<file path="src/rtl/core/ica_pkg.sv">
// Shared types and codes for the integer calculator ALU
`default_nettype none
package ica_pkg;

   localparam int MODE_W  = 3;
   localparam int FIELD_W = 32;

   typedef logic [MODE_W-1:0]         mode_type;
   typedef logic signed [FIELD_W-1:0] field_type;

   // operation codes; the two codes above factorial give zero results
   localparam mode_type MODE_ADD  = 3'd0;
   localparam mode_type MODE_SUB  = 3'd1;
   localparam mode_type MODE_MUL  = 3'd2;
   localparam mode_type MODE_DIV  = 3'd3;
   localparam mode_type MODE_POW  = 3'd4;
   localparam mode_type MODE_FACT = 3'd5;

   typedef enum logic [2:0] {
      ST_IDLE,
      ST_LOAD,
      ST_MUL,
      ST_DIV,
      ST_DIV_END,
      ST_POW,
      ST_FACT,
      ST_DONE
   } state_type;

   // where a finished shift-add product is written back
   typedef enum logic [1:0] {
      DST_RESULT,
      DST_ACC,
      DST_BASE
   } mul_dst_type;

   // control of the shared adder
   typedef struct packed {
      logic sub;
   } addsub_ctrl_type;

endpackage
`default_nettype wire

</file>
<file path="src/rtl/core/ica_if.sv">
// Valid/ready channel interfaces for request and response items
`default_nettype none
interface ica_req_if;
   import ica_pkg::*;
   logic      valid;
   logic      ready;
   mode_type  mode;
   field_type operand_a;
   field_type operand_b;
   modport source (output valid, mode, operand_a, operand_b, input ready);
   modport sink   (input valid, mode, operand_a, operand_b, output ready);
endinterface

interface ica_rsp_if;
   import ica_pkg::*;
   logic      valid;
   logic      ready;
   field_type result;
   field_type remainder_out;
   logic      divide_by_zero;
   modport source (output valid, result, remainder_out, divide_by_zero, input ready);
   modport sink   (input valid, result, remainder_out, divide_by_zero, output ready);
endinterface
`default_nettype wire

</file>
<file path="src/rtl/core/integer_calculator_alu.sv">
// Integer calculator ALU: add, sub, mul, divide, power and factorial on one shared adder.
// One item is taken when the block is idle and its result lands in an output register,
// so the next item can be taken while that result waits. The iterative steps run on one shared
// DATA_WIDTH-bit adder, and add and subtract use it too: a shift-add multiply runs until no
// multiplier bits remain, divide is restoring on magnitudes (a zero divisor skips it), power
// squares once per exponent bit below the top set bit and multiplies once per set bit, and
// factorial takes one short multiply per factor and stops past n or once the product wraps
// to zero. Operands are the low DATA_WIDTH bits of each field, sign extended when wider;
// results are sign extended from DATA_WIDTH bits into the 32-bit fields.
`default_nettype none
module integer_calculator_alu #(
   parameter int DATA_WIDTH = 32
) (
   input wire logic clock,
   input wire logic reset,
   ica_req_if.sink   req_if,
   ica_rsp_if.source rsp_if
);
   import ica_pkg::*;

   localparam int W  = DATA_WIDTH;
   localparam int CW = $clog2(W + 1);

   state_type       state_ff, state_in;
   mode_type        mode_ff, mode_in;
   logic [W-1:0]    a_ff, a_in;         // operand a, base, dividend/quotient
   logic [W-1:0]    b_ff, b_in;         // operand b, exponent, divisor
   logic [W-1:0]    acc_ff, acc_in;     // power/factorial product, partial remainder
   logic [W-1:0]    fi_ff, fi_in;       // factorial multiplier
   logic [W-1:0]    mc_ff, mc_in;       // multiplicand
   logic [W-1:0]    mp_ff, mp_in;       // multiplier
   logic [W-1:0]    prod_ff, prod_in;
   logic [CW-1:0]   cnt_ff, cnt_in;
   mul_dst_type     dst_ff, dst_in;
   logic            neg_q_ff, neg_q_in;
   logic            neg_r_ff, neg_r_in;
   logic [W-1:0]    res_ff, res_in;
   logic [W-1:0]    rem_ff, rem_in;
   logic            dz_ff, dz_in;
   logic [W-1:0]    res_out_ff, res_out_in;
   logic [W-1:0]    rem_out_ff, rem_out_in;
   logic            dz_out_ff, dz_out_in;
   logic            rsp_valid_ff, rsp_valid_in;

   logic [W-1:0]    add_x;
   logic [W-1:0]    add_y;
   addsub_ctrl_type add_ctrl;
   logic [W-1:0]    add_sum;
   logic            add_carry;
   logic [W-1:0]    one_w;

   assign one_w = W'(1);

   ica_addsub #(.WIDTH(W)) u_addsub (
      .x     (add_x),
      .y     (add_y),
      .ctrl  (add_ctrl),
      .sum   (add_sum),
      .carry (add_carry)
   );

   // adder operand selection per sequencer step
   always_comb begin
      add_x        = a_ff;
      add_y        = b_ff;
      add_ctrl.sub = 1'b0;
      case (state_ff)
         ST_LOAD: begin
            add_ctrl.sub = (mode_ff == MODE_SUB);
         end
         ST_MUL: begin
            add_x = prod_ff;
            add_y = mc_ff;
         end
         ST_DIV: begin
            add_x        = {acc_ff[W-2:0], a_ff[W-1]};
            add_y        = b_ff;
            add_ctrl.sub = 1'b1;
         end
         ST_FACT: begin
            add_x = fi_ff;
            add_y = one_w;
         end
         default: begin
            add_ctrl.sub = 1'b0;
         end
      endcase
   end

   // sequencer: next state and datapath updates
   always_comb begin
      state_in     = state_ff;
      mode_in      = mode_ff;
      a_in         = a_ff;
      b_in         = b_ff;
      acc_in       = acc_ff;
      fi_in        = fi_ff;
      mc_in        = mc_ff;
      mp_in        = mp_ff;
      prod_in      = prod_ff;
      cnt_in       = cnt_ff;
      dst_in       = dst_ff;
      neg_q_in     = neg_q_ff;
      neg_r_in     = neg_r_ff;
      res_in       = res_ff;
      rem_in       = rem_ff;
      dz_in        = dz_ff;
      res_out_in   = res_out_ff;
      rem_out_in   = rem_out_ff;
      dz_out_in    = dz_out_ff;
      rsp_valid_in = rsp_valid_ff && !rsp_if.ready;

      case (state_ff)
         ST_IDLE: begin
            if (req_if.valid) begin
               mode_in  = req_if.mode;
               a_in     = W'(req_if.operand_a);
               b_in     = W'(req_if.operand_b);
               state_in = ST_LOAD;
            end
         end

         ST_LOAD: begin
            rem_in   = '0;
            dz_in    = 1'b0;
            res_in   = '0;
            state_in = ST_DONE;
            case (mode_ff)
               MODE_ADD, MODE_SUB: begin
                  res_in = add_sum;
               end
               MODE_MUL: begin
                  mc_in    = a_ff;
                  mp_in    = b_ff;
                  prod_in  = '0;
                  dst_in   = DST_RESULT;
                  state_in = ST_MUL;
               end
               MODE_DIV: begin
                  if (b_ff == '0) begin
                     dz_in = 1'b1;
                  end else begin
                     a_in     = a_ff[W-1] ? (~a_ff + one_w) : a_ff;
                     b_in     = b_ff[W-1] ? (~b_ff + one_w) : b_ff;
                     acc_in   = '0;
                     cnt_in   = CW'(W);
                     neg_q_in = a_ff[W-1] ^ b_ff[W-1];
                     neg_r_in = a_ff[W-1];
                     state_in = ST_DIV;
                  end
               end
               MODE_POW: begin
                  if (b_ff[W-1]) begin
                     res_in = one_w;
                  end else begin
                     acc_in   = one_w;
                     state_in = ST_POW;
                  end
               end
               MODE_FACT: begin
                  if (a_ff[W-1]) begin
                     res_in = one_w;
                  end else begin
                     acc_in   = one_w;
                     fi_in    = one_w;
                     state_in = ST_FACT;
                  end
               end
               default: begin
                  res_in = '0;
               end
            endcase
         end

         // shift-add multiply, ends when no multiplier bits remain
         ST_MUL: begin
            if (mp_ff == '0) begin
               case (dst_ff)
                  DST_RESULT: begin
                     res_in   = prod_ff;
                     state_in = ST_DONE;
                  end
                  DST_ACC: begin
                     acc_in   = prod_ff;
                     state_in = (mode_ff == MODE_POW) ? ST_POW : ST_FACT;
                  end
                  DST_BASE: begin
                     a_in     = prod_ff;
                     state_in = ST_POW;
                  end
                  default: begin
                     state_in = ST_DONE;
                  end
               endcase
            end else begin
               if (mp_ff[0]) begin
                  prod_in = add_sum;
               end
               mc_in = {mc_ff[W-2:0], 1'b0};
               mp_in = {1'b0, mp_ff[W-1:1]};
            end
         end

         // restoring divide on magnitudes, one quotient bit a cycle
         ST_DIV: begin
            acc_in = add_carry ? add_sum : add_x;
            a_in   = {a_ff[W-2:0], add_carry};
            cnt_in = cnt_ff - CW'(1);
            if (cnt_ff == CW'(1)) begin
               state_in = ST_DIV_END;
            end
         end

         ST_DIV_END: begin
            res_in   = neg_q_ff ? (~a_ff + one_w) : a_ff;
            rem_in   = neg_r_ff ? (~acc_ff + one_w) : acc_ff;
            state_in = ST_DONE;
         end

         // square and multiply, exponent consumed from its low end
         ST_POW: begin
            prod_in = '0;
            if (b_ff == '0) begin
               res_in   = acc_ff;
               state_in = ST_DONE;
            end else if (b_ff[0]) begin
               mc_in    = acc_ff;
               mp_in    = a_ff;
               dst_in   = DST_ACC;
               b_in     = {b_ff[W-1:1], 1'b0};
               state_in = ST_MUL;
            end else begin
               mc_in    = a_ff;
               mp_in    = a_ff;
               dst_in   = DST_BASE;
               b_in     = {1'b0, b_ff[W-1:1]};
               state_in = ST_MUL;
            end
         end

         // running product, stops past n or once it has wrapped to zero
         ST_FACT: begin
            if ((fi_ff <= a_ff) && (acc_ff != '0)) begin
               mc_in    = acc_ff;
               mp_in    = fi_ff;
               prod_in  = '0;
               dst_in   = DST_ACC;
               fi_in    = add_sum;
               state_in = ST_MUL;
            end else begin
               res_in   = acc_ff;
               state_in = ST_DONE;
            end
         end

         // hand over to the output register once it is free
         ST_DONE: begin
            if (!rsp_valid_ff || rsp_if.ready) begin
               res_out_in   = res_ff;
               rem_out_in   = rem_ff;
               dz_out_in    = dz_ff;
               rsp_valid_in = 1'b1;
               state_in     = ST_IDLE;
            end
         end

         default: begin
            state_in = ST_IDLE;
         end
      endcase
   end

   // control registers
   always_ff @(posedge clock) begin
      if (reset) begin
         state_ff     <= ST_IDLE;
         rsp_valid_ff <= 1'b0;
      end else begin
         state_ff     <= state_in;
         rsp_valid_ff <= rsp_valid_in;
      end
   end

   // datapath registers
   always_ff @(posedge clock) begin
      mode_ff    <= mode_in;
      a_ff       <= a_in;
      b_ff       <= b_in;
      acc_ff     <= acc_in;
      fi_ff      <= fi_in;
      mc_ff      <= mc_in;
      mp_ff      <= mp_in;
      prod_ff    <= prod_in;
      cnt_ff     <= cnt_in;
      dst_ff     <= dst_in;
      neg_q_ff   <= neg_q_in;
      neg_r_ff   <= neg_r_in;
      res_ff     <= res_in;
      rem_ff     <= rem_in;
      dz_ff      <= dz_in;
      res_out_ff <= res_out_in;
      rem_out_ff <= rem_out_in;
      dz_out_ff  <= dz_out_in;
   end

   // ports
   assign req_if.ready          = (state_ff == ST_IDLE);
   assign rsp_if.valid          = rsp_valid_ff;
   assign rsp_if.result         = FIELD_W'($signed(res_out_ff));
   assign rsp_if.remainder_out  = FIELD_W'($signed(rem_out_ff));
   assign rsp_if.divide_by_zero = dz_out_ff;

endmodule
`default_nettype wire

</file>
<file path="src/rtl/core/ica_addsub.sv">
// Shared adder/subtractor with carry out, used by every iterative step
`default_nettype none
module ica_addsub #(
   parameter int WIDTH = 32
) (
   input  wire logic [WIDTH-1:0]            x,
   input  wire logic [WIDTH-1:0]            y,
   input  wire ica_pkg::addsub_ctrl_type    ctrl,
   output logic      [WIDTH-1:0]            sum,
   output logic                             carry
);
   import ica_pkg::*;

   logic [WIDTH:0] full;

   // x + y, or x - y as x + ~y + 1; carry set means no borrow
   assign full  = {1'b0, x} + {1'b0, (ctrl.sub ? ~y : y)} + {{WIDTH{1'b0}}, ctrl.sub};
   assign sum   = full[WIDTH-1:0];
   assign carry = full[WIDTH];

endmodule
`default_nettype wire

</file>
<file path="src/flat_wrapper.sv">
// flat-port wrapper written by rule: the top's interface ports become plain ports
module integer_calculator_alu_flat import ica_pkg::*;
#(
   parameter int DATA_WIDTH = 32
)
  (clock, reset, req_if_valid, req_if_mode, req_if_operand_a, req_if_operand_b, req_if_ready, rsp_if_valid, rsp_if_result, rsp_if_remainder_out, rsp_if_divide_by_zero, rsp_if_ready);
  ica_req_if req_if_i ();
  ica_rsp_if rsp_if_i ();
  input wire logic clock;
  input wire logic reset;
  input wire logic [$bits(req_if_i.valid)-1:0] req_if_valid;
  input wire logic [$bits(req_if_i.mode)-1:0] req_if_mode;
  input wire logic [$bits(req_if_i.operand_a)-1:0] req_if_operand_a;
  input wire logic [$bits(req_if_i.operand_b)-1:0] req_if_operand_b;
  output wire logic [$bits(req_if_i.ready)-1:0] req_if_ready;
  output wire logic [$bits(rsp_if_i.valid)-1:0] rsp_if_valid;
  output wire logic [$bits(rsp_if_i.result)-1:0] rsp_if_result;
  output wire logic [$bits(rsp_if_i.remainder_out)-1:0] rsp_if_remainder_out;
  output wire logic [$bits(rsp_if_i.divide_by_zero)-1:0] rsp_if_divide_by_zero;
  input wire logic [$bits(rsp_if_i.ready)-1:0] rsp_if_ready;
  assign req_if_i.valid = req_if_valid;
  assign req_if_i.mode = req_if_mode;
  assign req_if_i.operand_a = req_if_operand_a;
  assign req_if_i.operand_b = req_if_operand_b;
  assign req_if_ready = req_if_i.ready;
  assign rsp_if_valid = rsp_if_i.valid;
  assign rsp_if_result = rsp_if_i.result;
  assign rsp_if_remainder_out = rsp_if_i.remainder_out;
  assign rsp_if_divide_by_zero = rsp_if_i.divide_by_zero;
  assign rsp_if_i.ready = rsp_if_ready;
  integer_calculator_alu #(.DATA_WIDTH(DATA_WIDTH)) u_core (.clock(clock), .reset(reset), .req_if(req_if_i), .rsp_if(rsp_if_i));
endmodule
</file>
<file path="config.mk">
export PLATFORM = sky130hd
export DESIGN_NAME = integer_calculator_alu_flat
export DESIGN_NICKNAME = d
export VERILOG_FILES = /design/src/rtl/core/ica_pkg.sv /design/src/rtl/core/ica_if.sv /design/src/rtl/core/integer_calculator_alu.sv /design/src/rtl/core/ica_addsub.sv /design/src/flat_wrapper.sv
export SDC_FILE = /design/constraint.sdc
export NUM_CORES = 1
export LEC_CHECK = 0
export BUFFER_PORTS_ARGS = -buffer_cell sky130_fd_sc_hd__buf_4
export CORE_ASPECT_RATIO = 1.4
export CORE_MARGIN = 4
export CORE_UTILIZATION = 25
export CTS_BUF_LIST = sky130_fd_sc_hd__clkbuf_8
export DETAILED_ROUTE_END_ITERATION = 6
export HOLD_SLACK_MARGIN = 0.02
export MAX_ROUTING_LAYER = met4
export PLACE_DENSITY = 0.37
export SLEW_MARGIN = 15
export SYNTH_ARGS = -nofsm -noshare
export SYNTH_HDL_FRONTEND = slang
export SYNTH_HIERARCHICAL = 1
export SYNTH_SLANG_ARGS = --single-unit
export TNS_END_PERCENT = 100
</file>
<file path="constraint.sdc">
create_clock -name clock -period 22.8 [get_ports clock]
set_input_delay 1.14 -clock clock [delete_from_list [all_inputs] [get_ports clock]]
set_output_delay 1.14 -clock clock [all_outputs]
set_load 0.05 [all_outputs]
</file>
==> flow_metrics.env <==
export IMPL_status="finished, final reports clean"
export IMPL_cts_setup_buffers=0
export IMPL_avgSynthCellArea_sq_um=9.51
export IMPL_placed_cells=3721
export IMPL_crit_chain="buf_4, buf_4, nand2b_2, buf_4, nor2_4, buf_4, nand2_1, nand2_1, xor2_1, ha_1, nand4_1, or3_1, a2111oi_0, nor2_1, o221ai_1, a21o_2, buf_4, mux2i_1, nand2_1, o211ai_1, o21ai_0"
export IMPL_clkTransAtPathRegs_ps=60
export IMPL_r2r_cells=21
export IMPL_cts_made_buffers=72
export IMPL_crit_top_cell="buf_4"
export IMPL_holdPathStages=0
export IMPL_vias=20200
export IMPL_synth_edf_count=367
export IMPL_grt_pass1_vias=20000
export IMPL_cp_slowest_cell="dfxtp_4"
export IMPL_holdPathEnd="u_core/rsp_if.result[4]"
export IMPL_setup_viol=0
export IMPL_final_hold_violation_count=0
export IMPL_root_buffer="clkbuf_8"
export IMPL_nets=2719
export IMPL_drive_gt1_frac=0.122
export IMPL_hp_class="register to register"
export IMPL_post_route_period_util=0.349
export IMPL_wl_met2_mm=46.5
export IMPL_cts_tree="yes"
export IMPL_core_sq_mm=0.0954
export IMPL_num_fill_cells=9992
export IMPL_worst_r2r_endpoint="u_core/acc_ff[0]"
export IMPL_hold_buffers=0
export IMPL_cp_top_family="buffers and inverters"
export IMPL_grt_usage=0.196
export IMPL_fin_crit_ps=7950
export IMPL_firstDrtPassIters=5
export IMPL_drtAntennaViolNets=0
export IMPL_rr_startpoint="u_core/state_ff[0]"
export IMPL_slowest_delay_ps=710
export IMPL_tightestPinTransition_ps=1120
export IMPL_cp_end_kind="register"
export IMPL_rrSetupSlack_ps=14850
export IMPL_finClkSkew_ps=46.6
export IMPL_die_area_sq_mm=0.101
export IMPL_grt_first_pass_wirelength_mm=144
export IMPL_routabilityCongestion=0.873
export IMPL_fmax_mhz=126
export IMPL_wl_met3_mm=5.58
export IMPL_drcViolationCount=0
export IMPL_finalMaxSlewViolations=0
export IMPL_register_area_sq_mm=0.0111
export IMPL_yosys_warnings=6
export IMPL_core_rowCount=134
export IMPL_die_w_microns=270
export IMPL_cap_violations=0
export IMPL_worstHoldStart="u_core/res_ff[4]"
export IMPL_grt_setup_unrepaired="no"
export IMPL_ys_seq_area_frac=0.462
export IMPL_path_max_fanout=73
export IMPL_clk_insertion_delay_late_ps=720
export IMPL_start_util=0.252
export IMPL_portBuffers=137
export IMPL_ys_top_cells_by_area="edfxtp_1 46%, nand2_1 6.7%, mux2i_1 6.0%, o21ai_0 4.9%, ha_1 4.0%"
export IMPL_fin_tns_setup_ps=0
export IMPL_wl_per_cell_microns=25.9
export IMPL_finalNonFillerCells=3849
export IMPL_viasPerCell=5.25
export IMPL_ys_async_sr_fraction=0
export IMPL_wl_met1_mm=45.4
export IMPL_required_ps=23240
export IMPL_totalWireLength_mm=99.6
export IMPL_max_slew_margin=0.249
export IMPL_cts_path_max_buffers=3
export IMPL_synth_cell_types=79
export IMPL_yosysTopAreaCellShare=0.458
export IMPL_path_class="register to register"
export IMPL_htreeDepth=3
export IMPL_grt_max_degree=85
export IMPL_critPathLaunchType="register"
export IMPL_postLayoutCoreUtil=0.288
export IMPL_ys_flop_type="edfxtp_1"
export IMPL_clock_sinks=371
export IMPL_highest_layer="met4"
export IMPL_synth_nets=2675
export IMPL_grt_overflow=0
export IMPL_synth_area_leader_cell="edfxtp_1"
export IMPL_cp_arrival_ps=8390
export IMPL_die_y_microns=375
export IMPL_synth_area_sq_mm=0.0240
export IMPL_cts_repair_resized=0
export IMPL_area_growth_pct=14.2
export IMPL_dp_hpwl_mm=72.6
export IMPL_antenna_found_initial=2
export IMPL_multi_input_area_sq_mm=0.0120
export IMPL_ios=138
export IMPL_synth_seq_cells=371
export IMPL_cp_num_buf_inv=5
export IMPL_synth_cells=2527
export IMPL_drt_initial_drc_count=1817
area by class of cell:
| cell class | instances | share of cell area |
|---|---|---|
| Tap cell | 1224 | 0.0558 |
| Timing Repair Buffer | 179 | 0.0489 |
| Antenna cell | 2 | 0.000182 |
| Inverter | 60 | 0.00820 |
| Clock buffer | 74 | 0.0371 |
| Sequential cell | 371 | 0.405 |
| Multi-Input combinational cell | 1887 | 0.437 |
| Clock inverter | 52 | 0.00816 |
worst max-delay path by stage:
stage,cells after the start,endpoint,start
final,21,u_core/acc_ff[0],u_core/state_ff[0]
after global routing,21,u_core/acc_ff[0],u_core/state_ff[0]
after CTS,21,u_core/acc_ff[0],u_core/state_ff[0]
after detailed placement,21,u_core/acc_ff[0],u_core/state_ff[0]
after global placement,21,u_core/acc_ff[0],u_core/state_ff[0]
after floorplan,10,u_core/mc_ff[0],u_core/a_ff[21]
routing by layer:
metal | global-route usage | vias up
li1 | - | 9325
met1 | 0.262 | 10000
met2 | 0.310 | 725
met3 | 0.0299 | 110
met4 | 0.0559 | 0
met5 | - | -
worst reg2reg max path, delay by kind of cell (launching register included):
family / cells / cell delay (ps)
compound gates: 5 / 1140
xor+xnor: 1 / 140
fa+ha+maj: 1 / 490
buf+inv: 5 / 3080
flops: 1 / 710
mux: 1 / 330
simple gates: 8 / 1770
through the flow:
stage               hold WS (ps)  area [sq um]  worst slack, ps
floorplan                    400         24000            15590
global placement             404         26200            14980
global route                 424         27500            14620
detailed placement           405         26200            14990
CTS                          420         27500            14970
finish                       420         27500            14850
synthesized netlist by cell type (21+ instances only):
library cell,instances
a21o_1,21
a21oi_1,98
a22o_1,31
a22oi_1,72
a31oi_1,40
and3_1,78
buf_1,22
clkbuf_1,183
edfxtp_1,367
ha_1,76
inv_1,59
mux2i_1,143
nand2_1,431
nand3_1,35
nand4_1,24
nor2_1,144
nor3_1,28
nor4_1,24
o21ai_0,235
or3_1,21
xnor2_1,80
xor2_1,92
cell usage in the layout, fill, tap and decap left out, types with 15 or more instances in the layout:
cell type / n
a31oi_1: 40
clkinv_1: 24
o22ai_1: 15
nand3_1: 35
a22o_1: 31
mux2i_1: 143
inv_1: 75
a21o_1: 20
or3_1: 21
a21oi_1: 95
xor2_1: 92
edfxtp_1: 367
nand2_1: 428
nor2b_1: 17
nor4_1: 23
clkbuf_8: 74
buf_4: 179
nor2_1: 138
o21ai_0: 235
xnor2_1: 80
ha_1: 76
a22oi_1: 72
and3_1: 77
nor3_1: 27
nand4_1: 24
cells by family (layout without fill, tap and decap cells):
| group | count (synthesis) | in the layout | share of synthesized area |
|---|---|---|---|
| simple gates | 866 | 866 | 0.167 |
| compound gates | 622 | 622 | 0.163 |
| flops | 371 | 371 | 0.462 |
| buf+inv | 269 | 365 | 0.0427 |
| xor+xnor | 172 | 172 | 0.0627 |
| mux | 144 | 144 | 0.0600 |
| fa+ha+maj | 83 | 83 | 0.0429 |
| other cells | 0 | 2 | 0 |
sequential cells by signal (all words and copies together), names as in the netlist:
| register | flops |
|---|---|
| u_core/dst_ff | 2 |
| u_core/neg_r_ff | 1 |
| u_core/a_ff | 32 |
| u_core/fi_ff | 32 |
| u_core/rsp_if.divide_by_zero | 1 |
| u_core/cnt_ff | 6 |
| u_core/acc_ff | 32 |
| u_core/rsp_if.result | 32 |
| u_core/prod_ff | 32 |
| u_core/neg_q_ff | 1 |
| u_core/state_ff | 3 |
| u_core/rsp_if.remainder_out | 32 |
| u_core/rsp_if.valid | 1 |
| u_core/dz_ff | 1 |
| u_core/mc_ff | 32 |
| u_core/mp_ff | 32 |
| u_core/res_ff | 32 |
| u_core/rem_ff | 32 |
| u_core/mode_ff | 3 |
| u_core/b_ff | 32 |
Power is not shown: default switching activity piles up to over one toggle a cycle in this logic, so the estimate is an artifact.
